File: config.mk
export PLATFORM = sky130hd
export DESIGN_NAME = golomb_rice_set_membership_scan
export DESIGN_NICKNAME = d
export VERILOG_FILES = /design/src/rtl/grsm_pkg.sv /design/src/rtl/grsm_front.sv /design/src/rtl/grsm_range.sv /design/src/rtl/grsm_back.sv /design/src/rtl/golomb_rice_set_membership_scan.sv
export SDC_FILE = /design/constraint.sdc
export NUM_CORES = 2
export LEC_CHECK = 0
export BUFFER_PORTS_ARGS = -buffer_cell sky130_fd_sc_hd__buf_4
export CAP_MARGIN = 20
export CORE_MARGIN = 8
export CORE_UTILIZATION = 61
export DETAILED_ROUTE_END_ITERATION = 16
export GPL_TIMING_DRIVEN = 0
export PLACE_DENSITY = 0.79
export SYNTH_ARGS = -nofsm -noshare
export SYNTH_HDL_FRONTEND = slang
export SYNTH_SLANG_ARGS = --single-unit
File: constraint.sdc
create_clock -name clock -period 16.6 [get_ports clock]
set_input_delay 1.66 -clock clock [delete_from_list [all_inputs] [get_ports clock]]
set_output_delay 1.66 -clock clock [all_outputs]
set_load 0.01 [all_outputs]
File: src/rtl/grsm_pkg.sv
// Shared types and constants for the Golomb-Rice set membership scan.
`default_nettype none

package grsm_pkg;

   localparam int FIFO_DEPTH = 4;
   localparam int FIFO_PTR_W = $clog2(FIFO_DEPTH);
   localparam int FIFO_CNT_W = $clog2(FIFO_DEPTH + 1);

   localparam logic [1:0] CSR_RICE_BITS   = 2'd0;
   localparam logic [1:0] CSR_SET_COUNT   = 2'd1;
   localparam logic [1:0] CSR_FP_RATE     = 2'd2;
   localparam logic [1:0] CSR_TARGET_HASH = 2'd3;

   localparam logic [5:0]  RICE_BITS_RESET = 6'd19;
   localparam logic [31:0] SET_COUNT_RESET = 32'd0;
   localparam logic [31:0] FP_RATE_RESET   = 32'd784931;
   localparam logic [63:0] TARGET_RESET    = 64'd0;

   typedef struct packed {
      logic [7:0] data_byte;
      logic       first_byte;
      logic       last_byte;
   } grsm_req_type;

   typedef struct packed {
      logic        matched;
      logic [31:0] elements_decoded;
      logic        ran_out;
   } grsm_rsp_type;

   typedef struct packed {
      logic [5:0]  rice_bits;
      logic [31:0] set_count;
      logic [31:0] fp_rate;
      logic [63:0] target_hash;
   } grsm_cfg_type;

   typedef enum logic [1:0] {
      ST_IDLE,
      ST_RANGE,
      ST_BITS,
      ST_FIN
   } grsm_state_type;

endpackage

`default_nettype wire

File: src/rtl/grsm_front.sv
// Input word queue between the request port and the bit-serial decoder.
`default_nettype none

module grsm_front
   import grsm_pkg::*;
(
   input  wire logic         clock,
   input  wire logic         reset,
   input  wire logic         push,
   output logic              full,
   input  wire grsm_req_type push_data,
   output logic              empty,
   input  wire logic         pop,
   output grsm_req_type      pop_data
);

   grsm_req_type            entries_ff [FIFO_DEPTH];
   logic [FIFO_PTR_W-1:0]   wr_ptr_ff, wr_ptr_in;
   logic [FIFO_PTR_W-1:0]   rd_ptr_ff, rd_ptr_in;
   logic [FIFO_CNT_W-1:0]   count_ff, count_in;
   logic                    do_push, do_pop;

   assign full     = (count_ff == FIFO_CNT_W'(FIFO_DEPTH));
   assign empty    = (count_ff == '0);
   assign do_push  = push && !full;
   assign do_pop   = pop && !empty;
   assign pop_data = entries_ff[rd_ptr_ff];

   always_comb begin
      wr_ptr_in = do_push ? FIFO_PTR_W'((wr_ptr_ff + 1'b1) % FIFO_DEPTH) : wr_ptr_ff;
      rd_ptr_in = do_pop  ? FIFO_PTR_W'((rd_ptr_ff + 1'b1) % FIFO_DEPTH) : rd_ptr_ff;
      count_in  = count_ff;
      if (do_push && !do_pop) begin
         count_in = count_ff + 1'b1;
      end else if (do_pop && !do_push) begin
         count_in = count_ff - 1'b1;
      end
   end

   always_ff @(posedge clock) begin
      if (reset) begin
         wr_ptr_ff <= '0;
         rd_ptr_ff <= '0;
         count_ff  <= '0;
      end else begin
         wr_ptr_ff <= wr_ptr_in;
         rd_ptr_ff <= rd_ptr_in;
         count_ff  <= count_in;
      end
   end

   always_ff @(posedge clock) begin
      if (do_push) begin
         entries_ff[wr_ptr_ff] <= push_data;
      end
   end

endmodule

`default_nettype wire

File: src/rtl/grsm_range.sv
// Target range mapping: high 64 bits of hash * (rate * size) on one 32x32 multiplier.
`default_nettype none

module grsm_range
   import grsm_pkg::*;
(
   input  wire logic         clock,
   input  wire logic         reset,
   input  wire grsm_cfg_type cfg,
   input  wire logic         start,
   output logic              done,
   output logic [63:0]       range_value
);

   logic [2:0]  step_ff, step_in;
   logic [63:0] mul_ff, mul_in;
   logic [63:0] b_ff, b_in;
   logic [95:0] acc_ff, acc_in;
   logic [31:0] mul_a, mul_b;

   assign done        = (step_ff == 3'd6);
   assign range_value = acc_ff[95:32];

   // operand selection for the partial products
   always_comb begin
      mul_a = '0;
      mul_b = '0;
      case (step_ff)
         3'd0: begin
            mul_a = cfg.fp_rate;
            mul_b = cfg.set_count;
         end
         3'd1: begin
            mul_a = cfg.target_hash[31:0];
            mul_b = mul_ff[31:0];
         end
         3'd2: begin
            mul_a = cfg.target_hash[31:0];
            mul_b = b_ff[63:32];
         end
         3'd3: begin
            mul_a = cfg.target_hash[63:32];
            mul_b = b_ff[31:0];
         end
         3'd4: begin
            mul_a = cfg.target_hash[63:32];
            mul_b = b_ff[63:32];
         end
         default: begin
            mul_a = '0;
            mul_b = '0;
         end
      endcase
   end

   always_comb begin
      mul_in  = {32'd0, mul_a} * {32'd0, mul_b};
      b_in    = b_ff;
      acc_in  = acc_ff;
      step_in = step_ff;
      case (step_ff)
         3'd0: if (start) step_in = 3'd1;
         3'd1: begin
            b_in    = mul_ff;
            step_in = 3'd2;
         end
         3'd2: begin
            acc_in  = {64'd0, mul_ff[63:32]};
            step_in = 3'd3;
         end
         3'd3, 3'd4: begin
            acc_in  = acc_ff + {32'd0, mul_ff};
            step_in = step_ff + 3'd1;
         end
         3'd5: begin
            acc_in  = acc_ff + {mul_ff, 32'd0};
            step_in = 3'd6;
         end
         default: step_in = 3'd0;
      endcase
   end

   always_ff @(posedge clock) begin
      if (reset) begin
         step_ff <= '0;
      end else begin
         step_ff <= step_in;
      end
   end

   always_ff @(posedge clock) begin
      mul_ff <= mul_in;
      b_ff   <= b_in;
      acc_ff <= acc_in;
   end

endmodule

`default_nettype wire

File: src/rtl/grsm_back.sv
// Bit-serial Golomb-Rice decoder, compare against target and result register.
`default_nettype none

module grsm_back
   import grsm_pkg::*;
(
   input  wire logic         clock,
   input  wire logic         reset,
   input  wire grsm_cfg_type cfg,
   input  wire logic         q_empty,
   input  wire grsm_req_type q_data,
   output logic              q_pop,
   output logic              range_start,
   input  wire logic         range_done,
   input  wire logic [63:0]  range_value,
   output logic              rsp_empty,
   input  wire logic         rsp_pop,
   output grsm_rsp_type      rsp_data
);

   grsm_state_type state_ff, state_in;
   logic [7:0]     byte_ff, byte_in;
   logic           last_ff, last_in;
   logic [2:0]     idx_ff, idx_in;
   logic           end_ff, end_in;
   logic [63:0]    quot_ff, quot_in;
   logic [63:0]    rem_ff, rem_in;
   logic [5:0]     left_ff, left_in;
   logic           in_rem_ff, in_rem_in;
   logic [63:0]    sum_ff, sum_in;
   logic [31:0]    count_ff, count_in;
   logic           done_ff, done_in;
   logic [63:0]    target_ff, target_in;
   logic           out_valid_ff, out_valid_in;
   grsm_rsp_type   out_ff, out_in;

   logic           fetch;
   logic           bit_val;
   logic           elem_end_bit;
   logic [63:0]    delta;
   logic [63:0]    value;
   logic [31:0]    count_inc;
   logic           fin_eq, fin_gt, fin_cnt, fin_decide;
   logic           emit;
   grsm_rsp_type   emit_data;

   assign rsp_empty = !out_valid_ff;
   assign rsp_data  = out_ff;

   // shared decode terms
   always_comb begin
      fetch        = (state_ff == ST_IDLE) && !q_empty && !out_valid_ff;
      bit_val      = byte_ff[idx_ff];
      elem_end_bit = (!in_rem_ff && !bit_val && (cfg.rice_bits == '0))
                   || (in_rem_ff && (left_ff == 6'd1));
      // remainder never reaches the shifted quotient bits, so OR is the add
      delta        = (quot_ff << cfg.rice_bits) | rem_ff;
      value        = sum_ff + delta;
      count_inc    = count_ff + 32'd1;
      fin_eq       = (value == target_ff);
      fin_gt       = (value > target_ff);
      fin_cnt      = (count_inc == cfg.set_count);
      fin_decide   = fin_eq || fin_gt || fin_cnt;
   end

   // next state
   always_comb begin
      state_in = state_ff;
      case (state_ff)
         ST_IDLE: begin
            if (fetch) begin
               if (q_data.first_byte) begin
                  state_in = ST_RANGE;
               end else if (!done_ff) begin
                  state_in = ST_BITS;
               end
            end
         end
         ST_RANGE: begin
            if (range_done) begin
               state_in = (cfg.set_count == '0) ? ST_IDLE : ST_BITS;
            end
         end
         ST_BITS: begin
            if (elem_end_bit) begin
               state_in = ST_FIN;
            end else if (idx_ff == '0) begin
               state_in = ST_IDLE;
            end
         end
         ST_FIN: begin
            state_in = (fin_decide || end_ff) ? ST_IDLE : ST_BITS;
         end
         default: state_in = ST_IDLE;
      endcase
   end

   // datapath and outputs
   always_comb begin
      q_pop       = fetch;
      range_start = 1'b0;
      byte_in     = byte_ff;
      last_in     = last_ff;
      idx_in      = idx_ff;
      end_in      = end_ff;
      quot_in     = quot_ff;
      rem_in      = rem_ff;
      left_in     = left_ff;
      in_rem_in   = in_rem_ff;
      sum_in      = sum_ff;
      count_in    = count_ff;
      done_in     = done_ff;
      target_in   = target_ff;
      emit        = 1'b0;
      emit_data   = '{matched: 1'b0, elements_decoded: count_ff, ran_out: 1'b0};

      case (state_ff)
         ST_IDLE: begin
            if (fetch) begin
               byte_in = q_data.data_byte;
               last_in = q_data.last_byte;
               idx_in  = 3'd7;
               if (q_data.first_byte) begin
                  range_start = 1'b1;
                  quot_in     = '0;
                  rem_in      = '0;
                  left_in     = '0;
                  in_rem_in   = 1'b0;
                  sum_in      = '0;
                  count_in    = '0;
                  done_in     = 1'b0;
               end
            end
         end
         ST_RANGE: begin
            if (range_done) begin
               target_in = range_value;
               if (cfg.set_count == '0) begin
                  emit = 1'b1;
               end
            end
         end
         ST_BITS: begin
            if (!in_rem_ff) begin
               if (bit_val) begin
                  quot_in = quot_ff + 64'd1;
               end else if (cfg.rice_bits != '0) begin
                  in_rem_in = 1'b1;
                  left_in   = cfg.rice_bits;
                  rem_in    = '0;
               end
            end else begin
               rem_in  = {rem_ff[62:0], bit_val};
               left_in = left_ff - 6'd1;
            end
            if (elem_end_bit) begin
               end_in = (idx_ff == '0);
            end else if (idx_ff == '0) begin
               if (last_ff) begin
                  emit              = 1'b1;
                  emit_data.ran_out = 1'b1;
               end
            end else begin
               idx_in = idx_ff - 3'd1;
            end
         end
         ST_FIN: begin
            count_in  = count_inc;
            quot_in   = '0;
            rem_in    = '0;
            left_in   = '0;
            in_rem_in = 1'b0;
            emit_data.elements_decoded = count_inc;
            if (fin_eq) begin
               emit              = 1'b1;
               emit_data.matched = 1'b1;
            end else if (fin_gt) begin
               emit = 1'b1;
            end else begin
               sum_in = value;
               if (fin_cnt) begin
                  emit = 1'b1;
               end else if (end_ff) begin
                  if (last_ff) begin
                     emit              = 1'b1;
                     emit_data.ran_out = 1'b1;
                  end
               end else begin
                  idx_in = idx_ff - 3'd1;
               end
            end
         end
         default: begin
            emit = 1'b0;
         end
      endcase

      if (emit) begin
         done_in = 1'b1;
      end
      // a result is only produced when the register is free
      out_in       = emit ? emit_data : out_ff;
      out_valid_in = emit || (out_valid_ff && !rsp_pop);
   end

   always_ff @(posedge clock) begin
      if (reset) begin
         state_ff     <= ST_IDLE;
         done_ff      <= 1'b1;
         in_rem_ff    <= 1'b0;
         out_valid_ff <= 1'b0;
         quot_ff      <= '0;
         rem_ff       <= '0;
         left_ff      <= '0;
         sum_ff       <= '0;
         count_ff     <= '0;
         target_ff    <= '0;
      end else begin
         state_ff     <= state_in;
         done_ff      <= done_in;
         in_rem_ff    <= in_rem_in;
         out_valid_ff <= out_valid_in;
         quot_ff      <= quot_in;
         rem_ff       <= rem_in;
         left_ff      <= left_in;
         sum_ff       <= sum_in;
         count_ff     <= count_in;
         target_ff    <= target_in;
      end
   end

   always_ff @(posedge clock) begin
      byte_ff <= byte_in;
      last_ff <= last_in;
      idx_ff  <= idx_in;
      end_ff  <= end_in;
      out_ff  <= out_in;
   end

endmodule

`default_nettype wire

File: src/rtl/golomb_rice_set_membership_scan.sv
// Golomb-Rice coded set scan: top level with config registers, word queue and decoder.
// Each byte is fetched and then decoded bit by bit, with an extra compare state per element
//   completed in that byte for the sum add and compare; a first byte also waits for
//   target range mapping on the shared 32x32 multiplier. No new byte is fetched until
//   the current one is decoded and the result register is empty.
// Reset: synchronous, active high; clears queues and sets config registers to defaults.
`default_nettype none

module golomb_rice_set_membership_scan
   import grsm_pkg::*;
(
   input  wire logic         clock,
   input  wire logic         reset,
   input  wire logic         req_push,
   output logic              req_full,
   input  wire grsm_req_type req_data,
   output logic              rsp_empty,
   input  wire logic         rsp_pop,
   output grsm_rsp_type      rsp_data,
   input  wire logic         csr_we,
   input  wire logic [1:0]   csr_index,
   input  wire logic [63:0]  csr_wdata
);

   grsm_cfg_type cfg_ff, cfg_in;
   logic         q_empty;
   logic         q_pop;
   grsm_req_type q_data;
   logic         range_start;
   logic         range_done;
   logic [63:0]  range_value;

   always_comb begin
      cfg_in = cfg_ff;
      if (csr_we) begin
         case (csr_index)
            CSR_RICE_BITS:   cfg_in.rice_bits   = csr_wdata[5:0];
            CSR_SET_COUNT:   cfg_in.set_count   = csr_wdata[31:0];
            CSR_FP_RATE:     cfg_in.fp_rate     = csr_wdata[31:0];
            CSR_TARGET_HASH: cfg_in.target_hash = csr_wdata;
            default:         cfg_in = cfg_ff;
         endcase
      end
   end

   always_ff @(posedge clock) begin
      if (reset) begin
         cfg_ff <= '{rice_bits: RICE_BITS_RESET, set_count: SET_COUNT_RESET,
                     fp_rate: FP_RATE_RESET, target_hash: TARGET_RESET};
      end else begin
         cfg_ff <= cfg_in;
      end
   end

   grsm_front u_front (
      .clock     (clock),
      .reset     (reset),
      .push      (req_push),
      .full      (req_full),
      .push_data (req_data),
      .empty     (q_empty),
      .pop       (q_pop),
      .pop_data  (q_data)
   );

   grsm_range u_range (
      .clock       (clock),
      .reset       (reset),
      .cfg         (cfg_ff),
      .start       (range_start),
      .done        (range_done),
      .range_value (range_value)
   );

   grsm_back u_back (
      .clock       (clock),
      .reset       (reset),
      .cfg         (cfg_ff),
      .q_empty     (q_empty),
      .q_data      (q_data),
      .q_pop       (q_pop),
      .range_start (range_start),
      .range_done  (range_done),
      .range_value (range_value),
      .rsp_empty   (rsp_empty),
      .rsp_pop     (rsp_pop),
      .rsp_data    (rsp_data)
   );

endmodule

`default_nettype wire

Word level (Yosys, flattened, before mapping)
Memories as Yosys holds them, arrays and structs flattened. A register that Yosys moved wholly into a read port is not among the register bits.
Index checks and enable logic that the tools add are counted.
{"block": "word_totals", "elab_cells": 208, "memories": 1, "out_inout_bits": 36, "mem_bits_rw": 40, "in_bits": 81, "ff_bits": 714}
{"block": "op_classes", "order_cmp": 2, "n_addsub": 12, "shifts": 1, "bitwise": 1, "n_mux": 76, "n_reduce_logical": 54, "mul": 1, "n_eq_ne": 32}
{"name": "u_front.entries_ff", "words": 4, "word_bits": 10, "rd": 1, "rd_clocked_by_memory_dff": 1, "wr": 1, "line": "grsm_front.sv:17", "text": "grsm_req_type entries_ff [FIFO_DEPTH];"}
{"op": "$mux W64", "count": 9}
{"op": "$pmux W64 S3", "count": 2}
{"op": "$pmux W96 S3", "count": 1}
{"op": "$pmux W32 S4", "count": 1}
{"op": "$pmux W64 S2", "count": 1}
{"op": "$add A96 B64 Y96", "count": 1}
{"op": "$add A96 B96 Y96", "count": 1}
{"op": "$mux W32", "count": 3}
{"op": "$pmux W32 S3", "count": 1}
{"op": "$add A64 B1 Y64 const B", "count": 1}
{"op": "$add A64 B64 Y64", "count": 1}
{"op": "$eq A64 B64 Y1", "count": 1}
{"op": "$gt A64 B64 Y1", "count": 1}
{"op": "$mul A32 B32 Y64", "count": 1}
{"op": "$or A64 B64 Y64", "count": 1}
{"op": "$pmux W32 S2", "count": 1}
{"op": "$shl A64 B6 Y64", "count": 1}
{"op": "$add A32 B1 Y32 const B", "count": 1}
{"op": "$eq A32 B32 Y1", "count": 1}
{"op": "$logic_not A32 Y1", "count": 1}
{"op": "$mux W3", "count": 10}
{"op": "$mux W6", "count": 5}
{"op": "$mux W1", "count": 24}
{"op": "$ne A2 B2 Y1 const B", "count": 11}
{"op": "other kinds (38)", "count": 98}

Logic depth before layout (Yosys ltp)
{"block": "depth", "word_depth": 9, "mapped_depth": 40, "mapped_depth_nobuf": 34}

Modules after synthesis
From an unflattened synthesis, not the netlist that was laid out.
{"block": "hier_totals", "hier_cells": 9365, "hier_area_um2": 80613.6}
{"module": "grsm_range", "area_each_um2": 49352.3, "instances": 1, "cells_each": 5700}
{"module": "grsm_back", "area_each_um2": 23824.1, "instances": 1, "cells_each": 3041}
{"module": "golomb_rice_set_membership_scan", "area_each_um2": 5527.8, "instances": 1, "cells_each": 524}
{"module": "grsm_front", "area_each_um2": 1909.3, "instances": 1, "cells_each": 100}

Least setup slack after synthesis
No wires, ideal clock.
{"block": "synth_path", "path_type": "register to register", "start": "reg u_range.step_ff[1]", "end": "reg u_range.mul_ff[61]", "stages_incl_launch_ff": 35, "n_path_buf": 3, "required_ns": 16.528, "setup_slack_ns": 6.200, "t_arrival_ns": 10.328, "path_cell_list": "dfxtp_1 -> inv_1 -> ha_1 -> nor2b_1 -> clkbuf_1 -> clkbuf_1 -> nand2_1 -> nand4_1 -> clkbuf_1 -> nand2_1 -> fa_1 -> inv_1 -> fa_1 -> inv_1 -> fa_1 -> fa_1 -> inv_1 -> fa_1 -> fa_1 -> fa_1 -> inv_1 -> fa_1 -> inv_1 -> ha_1 -> a21oi_1 -> o21ai_0 -> a2111oi_0 -> o2111ai_1 -> o21ai_1 -> o21ai_1 -> a21oi_1 -> o21ai_1 -> a221o_1 -> a21oi_1 -> xnor2_1"}
{"block": "synth_via", "elab_chain_cells": 4, "word_cells_on_any_way": 11, "classes_between": "1 x mul; 4 x eq/ne; 2 x mux; 4 x reduce/logical"}
{"element": "start, declared", "line": "grsm_range.sv:15", "text": "logic [2:0] step_ff, step_in;"}
{"element": "start signal, assigned", "line": "grsm_range.sv:87", "text": "step_ff <= step_in;"}
{"element": "$eq A3 B2 Y1 (tied with other cells)", "line": "grsm_range.sv:28", "text": "case (step_ff)"}
{"element": "$reduce_or A2 Y1 (no source line)"}
{"element": "$pmux W32 S4 / $pmux W32 S3 (equally long branches)", "line": "grsm_range.sv:28"}
{"element": "$mul A32 B32 Y64 (*)", "line": "grsm_range.sv:57", "text": "mul_in = {32'd0, mul_a} * {32'd0, mul_b};"}
{"element": "named net u_range.mul_in[61]", "line": "grsm_range.sv:16", "text": "logic [63:0] mul_ff, mul_in;"}
{"element": "end signal, assigned", "line": "grsm_range.sv:92", "text": "mul_ff <= mul_in;"}
{"element": "end, declared", "line": "grsm_range.sv:16"}
The timed path passes the listed nets; every way through them passes the cells marked *.
A chain may end at the register's enable or synchronous reset.

Worst setup path after layout
Ends and elaborated chain as after synthesis.

==> results.ini <==
[clocking]
holdBufCountCts = 0
cts_buffers = 84
cts_sinks = 756
root_buffer = clkbuf_16
cts_tree = yes
clk_latency_ns = 0.73
post_cts_buffers = 0
cts.path.max_buffers = 3
h-tree-depth = 3
cts_resized = 0
clk_pin_slew_ns = 0.07

[global_route]
grtUsageMet1_pct = 56.3
grt_pass1_vias = 69424
grt_use_met2_pct = 60.7
grt_pass1_wl_mm = 447
grt_overflow = 0
grt_use_total_pct = 42.6
grt_start_max_net_pins = 74
grtUsageMet3_pct = 16.8
top_usage_layer = met2
antenna_found_initial = 16

[cells_and_area]
drive_above_1_share_pct = 4.96
final_cell_mix = nand2_1, inv_1, nor2_1, fa_1, a21oi_1
stdcell_count = 11132
area_growth_pct = 8.07
layout.nets = 10899
final_common_cell = nand2_1
fin_area_sq_mm = 0.0846

[critical_path]
crit_type = register to register
cpMaxStageDelayCell = a21oi_1
worstSetupEndpointType = register
reg2reg_to = u_range.mul_ff[61]$_DFF_P_
cp-start-kind = register
cp.required_ns = 17.16
critPathMaxFanout = 10
worstPathArrival_ns = 13.75
regToRegSetupSlack_ns = 3.41
r2r_start = u_range.step_ff[1]$_SDFFE_PP0P_
slowest_delay_ns = 0.86
path_common_cell = fa_1
rr_worst_depth = 35

[placement]
hpwlAfterDp_mm = 249
numPortBuffers = 114
gp_congestion = 1.09
dpl_cell_area_sq_mm = 0.0814
dp_cells = 10950

[synthesis]
syn-num-nets = 10677
syn_inst = 9162
ys.flop_type = dfxtp_1
yosysSeqAreaShare_pct = 22.5
synth_edf_count = 247
ys_ff_latch = 756
synthArstFlopShare_pct = 0
netlist_area_sq_mm = 0.0783
ys_warn_count = 0
synthDistinctLibCells = 110
avgSynthCellArea_sq_um = 8.54

[sta]
fin_crit_ns = 13.19
finalSetupViolCount = 0
tightest_slew_ns = 1.33
finalClockSkew_ns = 0.0591
max_slew_margin_pct = 11.2
worst_hold_slack_ns = 0.457
hold_violations = 0
final_max_slew_viol_count = 0
tns_ns = 0
timing.final.crit_share_pct = 79.5
grt_setup_unrepaired = no
fmax_mhz = 75.8

[worst_hold_path]
hold_class = register to register
min_from = u_back.target_ff[23]$_SDFFE_PP0P_
hold_path_end = u_back.target_ff[23]$_SDFFE_PP0P_
whs_path_depth = 2

[die]
initial_utilization_pct = 61.4
dieArea_sq_mm = 0.140
row_count = 131
fp.coreArea_sq_mm = 0.128
die_h_um = 374
dieWidth_um = 374
ios = 117

[job]
cap_violations = 0

[outcome]
status = completed

[route]
wl_per_cell_um = 27.5
drt-initial-drc-count = 9683
first_pass_iters = 8
routed_wl_mm = 306
drc = 0
num_vias = 71784
vias_per_cell = 6.45
drtAntennaViolNets = 0

-- worst max path at each step --
| stage | slack (ns) | to | cells after the start | start |
|---|---|---|---|---|
| floorplan | 6.20 | u_range.mul_ff[61]$_DFF_P_ | 34 | u_range.step_ff[1]$_SDFFE_PP0P_ |
| global placement | 1.91 | u_range.mul_ff[63]$_DFF_P_ | 33 | u_range.step_ff[1]$_SDFFE_PP0P_ |
| detailed placement | 3.88 | u_range.mul_ff[63]$_DFF_P_ | 37 | u_range.step_ff[1]$_SDFFE_PP0P_ |
| CTS | 3.80 | u_range.mul_ff[63]$_DFF_P_ | 37 | u_range.step_ff[1]$_SDFFE_PP0P_ |
| global route | 3.24 | u_range.mul_ff[63]$_DFF_P_ | 37 | u_range.step_ff[1]$_SDFFE_PP0P_ |
| finish | 3.41 | u_range.mul_ff[61]$_DFF_P_ | 35 | u_range.step_ff[1]$_SDFFE_PP0P_ |
-- cell usage after synthesis (47+ instances only) --
cell,count,area [sq um]
xnor2_1,204,1790
nand3_1,170,851
nor2b_1,47,294
and3_1,63,394
dfxtp_1,509,10200
o21ai_0,253,1270
nand2b_1,52,325
a211oi_1,65,488
a21o_1,178,1340
inv_1,1056,3960
and4_1,59,517
mux4_2,53,1190
fa_1,900,18000
nor3_1,52,260
nand2_1,1472,5530
clkbuf_1,443,1660
edfxtp_1,247,7420
a22oi_1,102,766
xor2_1,186,1630
nor2_1,993,3730
nand4_1,134,838
mux2i_1,81,811
and2_1,73,457
o21bai_1,65,488
a21oi_1,587,2940
ha_1,534,6680
-- logic make-up (layout without fill, tap and decap cells) --
logic type | count (synthesis) | count (layout) | synth area share (%)
fa+ha+maj | 1434 | 1434 | 31.6
simple gates | 3255 | 3255 | 18.2
compound gates | 1595 | 1595 | 12.8
xor+xnor | 391 | 391 | 4.39
mux | 153 | 153 | 2.83
buf+inv | 1578 | 1871 | 7.70
other cells | 0 | 15 | 0
flops | 756 | 756 | 22.5
-- worst max-delay path, delay by kind of cell (launching register included) --
family                     cells  cell delay [ns]
AOI/OAI and AO/OA              7             2.26
xor gates and xnor gates       1             0.14
adders and majority gates     10             5.18
buffers and inverters          9             2.90
DFF                            1             0.35
and+or+nand+nor                8             2.15
-- routing by layer --
layer | vias up | routed length (um)
li1 | 30703 | -
met1 | 35043 | 116000
met2 | 4960 | 125000
met3 | 1058 | 46300
met4 | 20 | 19400
met5 | - | 175
-- area by class of cell --
cell class              instances  area [sq um]
flip-flops and latches        756         17600
plain buffers                 520          2060
multi-input cells            6828         54700
clock buffers                 114          2480
well taps                    1662          2080
clock inverters                43           479
fillers                     10808         43000
inverters                    1058          3970
repair buffers                136          1190
diodes                         15          37.5
-- state kept, by name, indices dropped and copies added, names as in the netlist, 6 cells and up, named ones only --
name,flops
u_back.left_ff,6
u_back.byte_ff,8
u_range.mul_ff,64
u_back.rsp_data,34
u_back.quot_ff,64
u_front.entries_ff,40
u_range.b_ff,64
u_back.rem_ff,64
u_back.target_ff,64
u_back.sum_ff,64
cfg_ff,134
u_back.count_ff,32
u_range.acc_ff,96
-- stage by stage --
stage	utilization (%)	setup slack [ns]
after floorplan	-	6.20
after global placement	63.7	1.91
after detailed placement	63.9	3.88
after CTS	66.2	3.80
after global routing	66.3	3.24
final	66.3	3.41
Power is left out: the tool's default activity adds up to more than one toggle a clock period on the data nets, which glitch-free logic cannot reach.
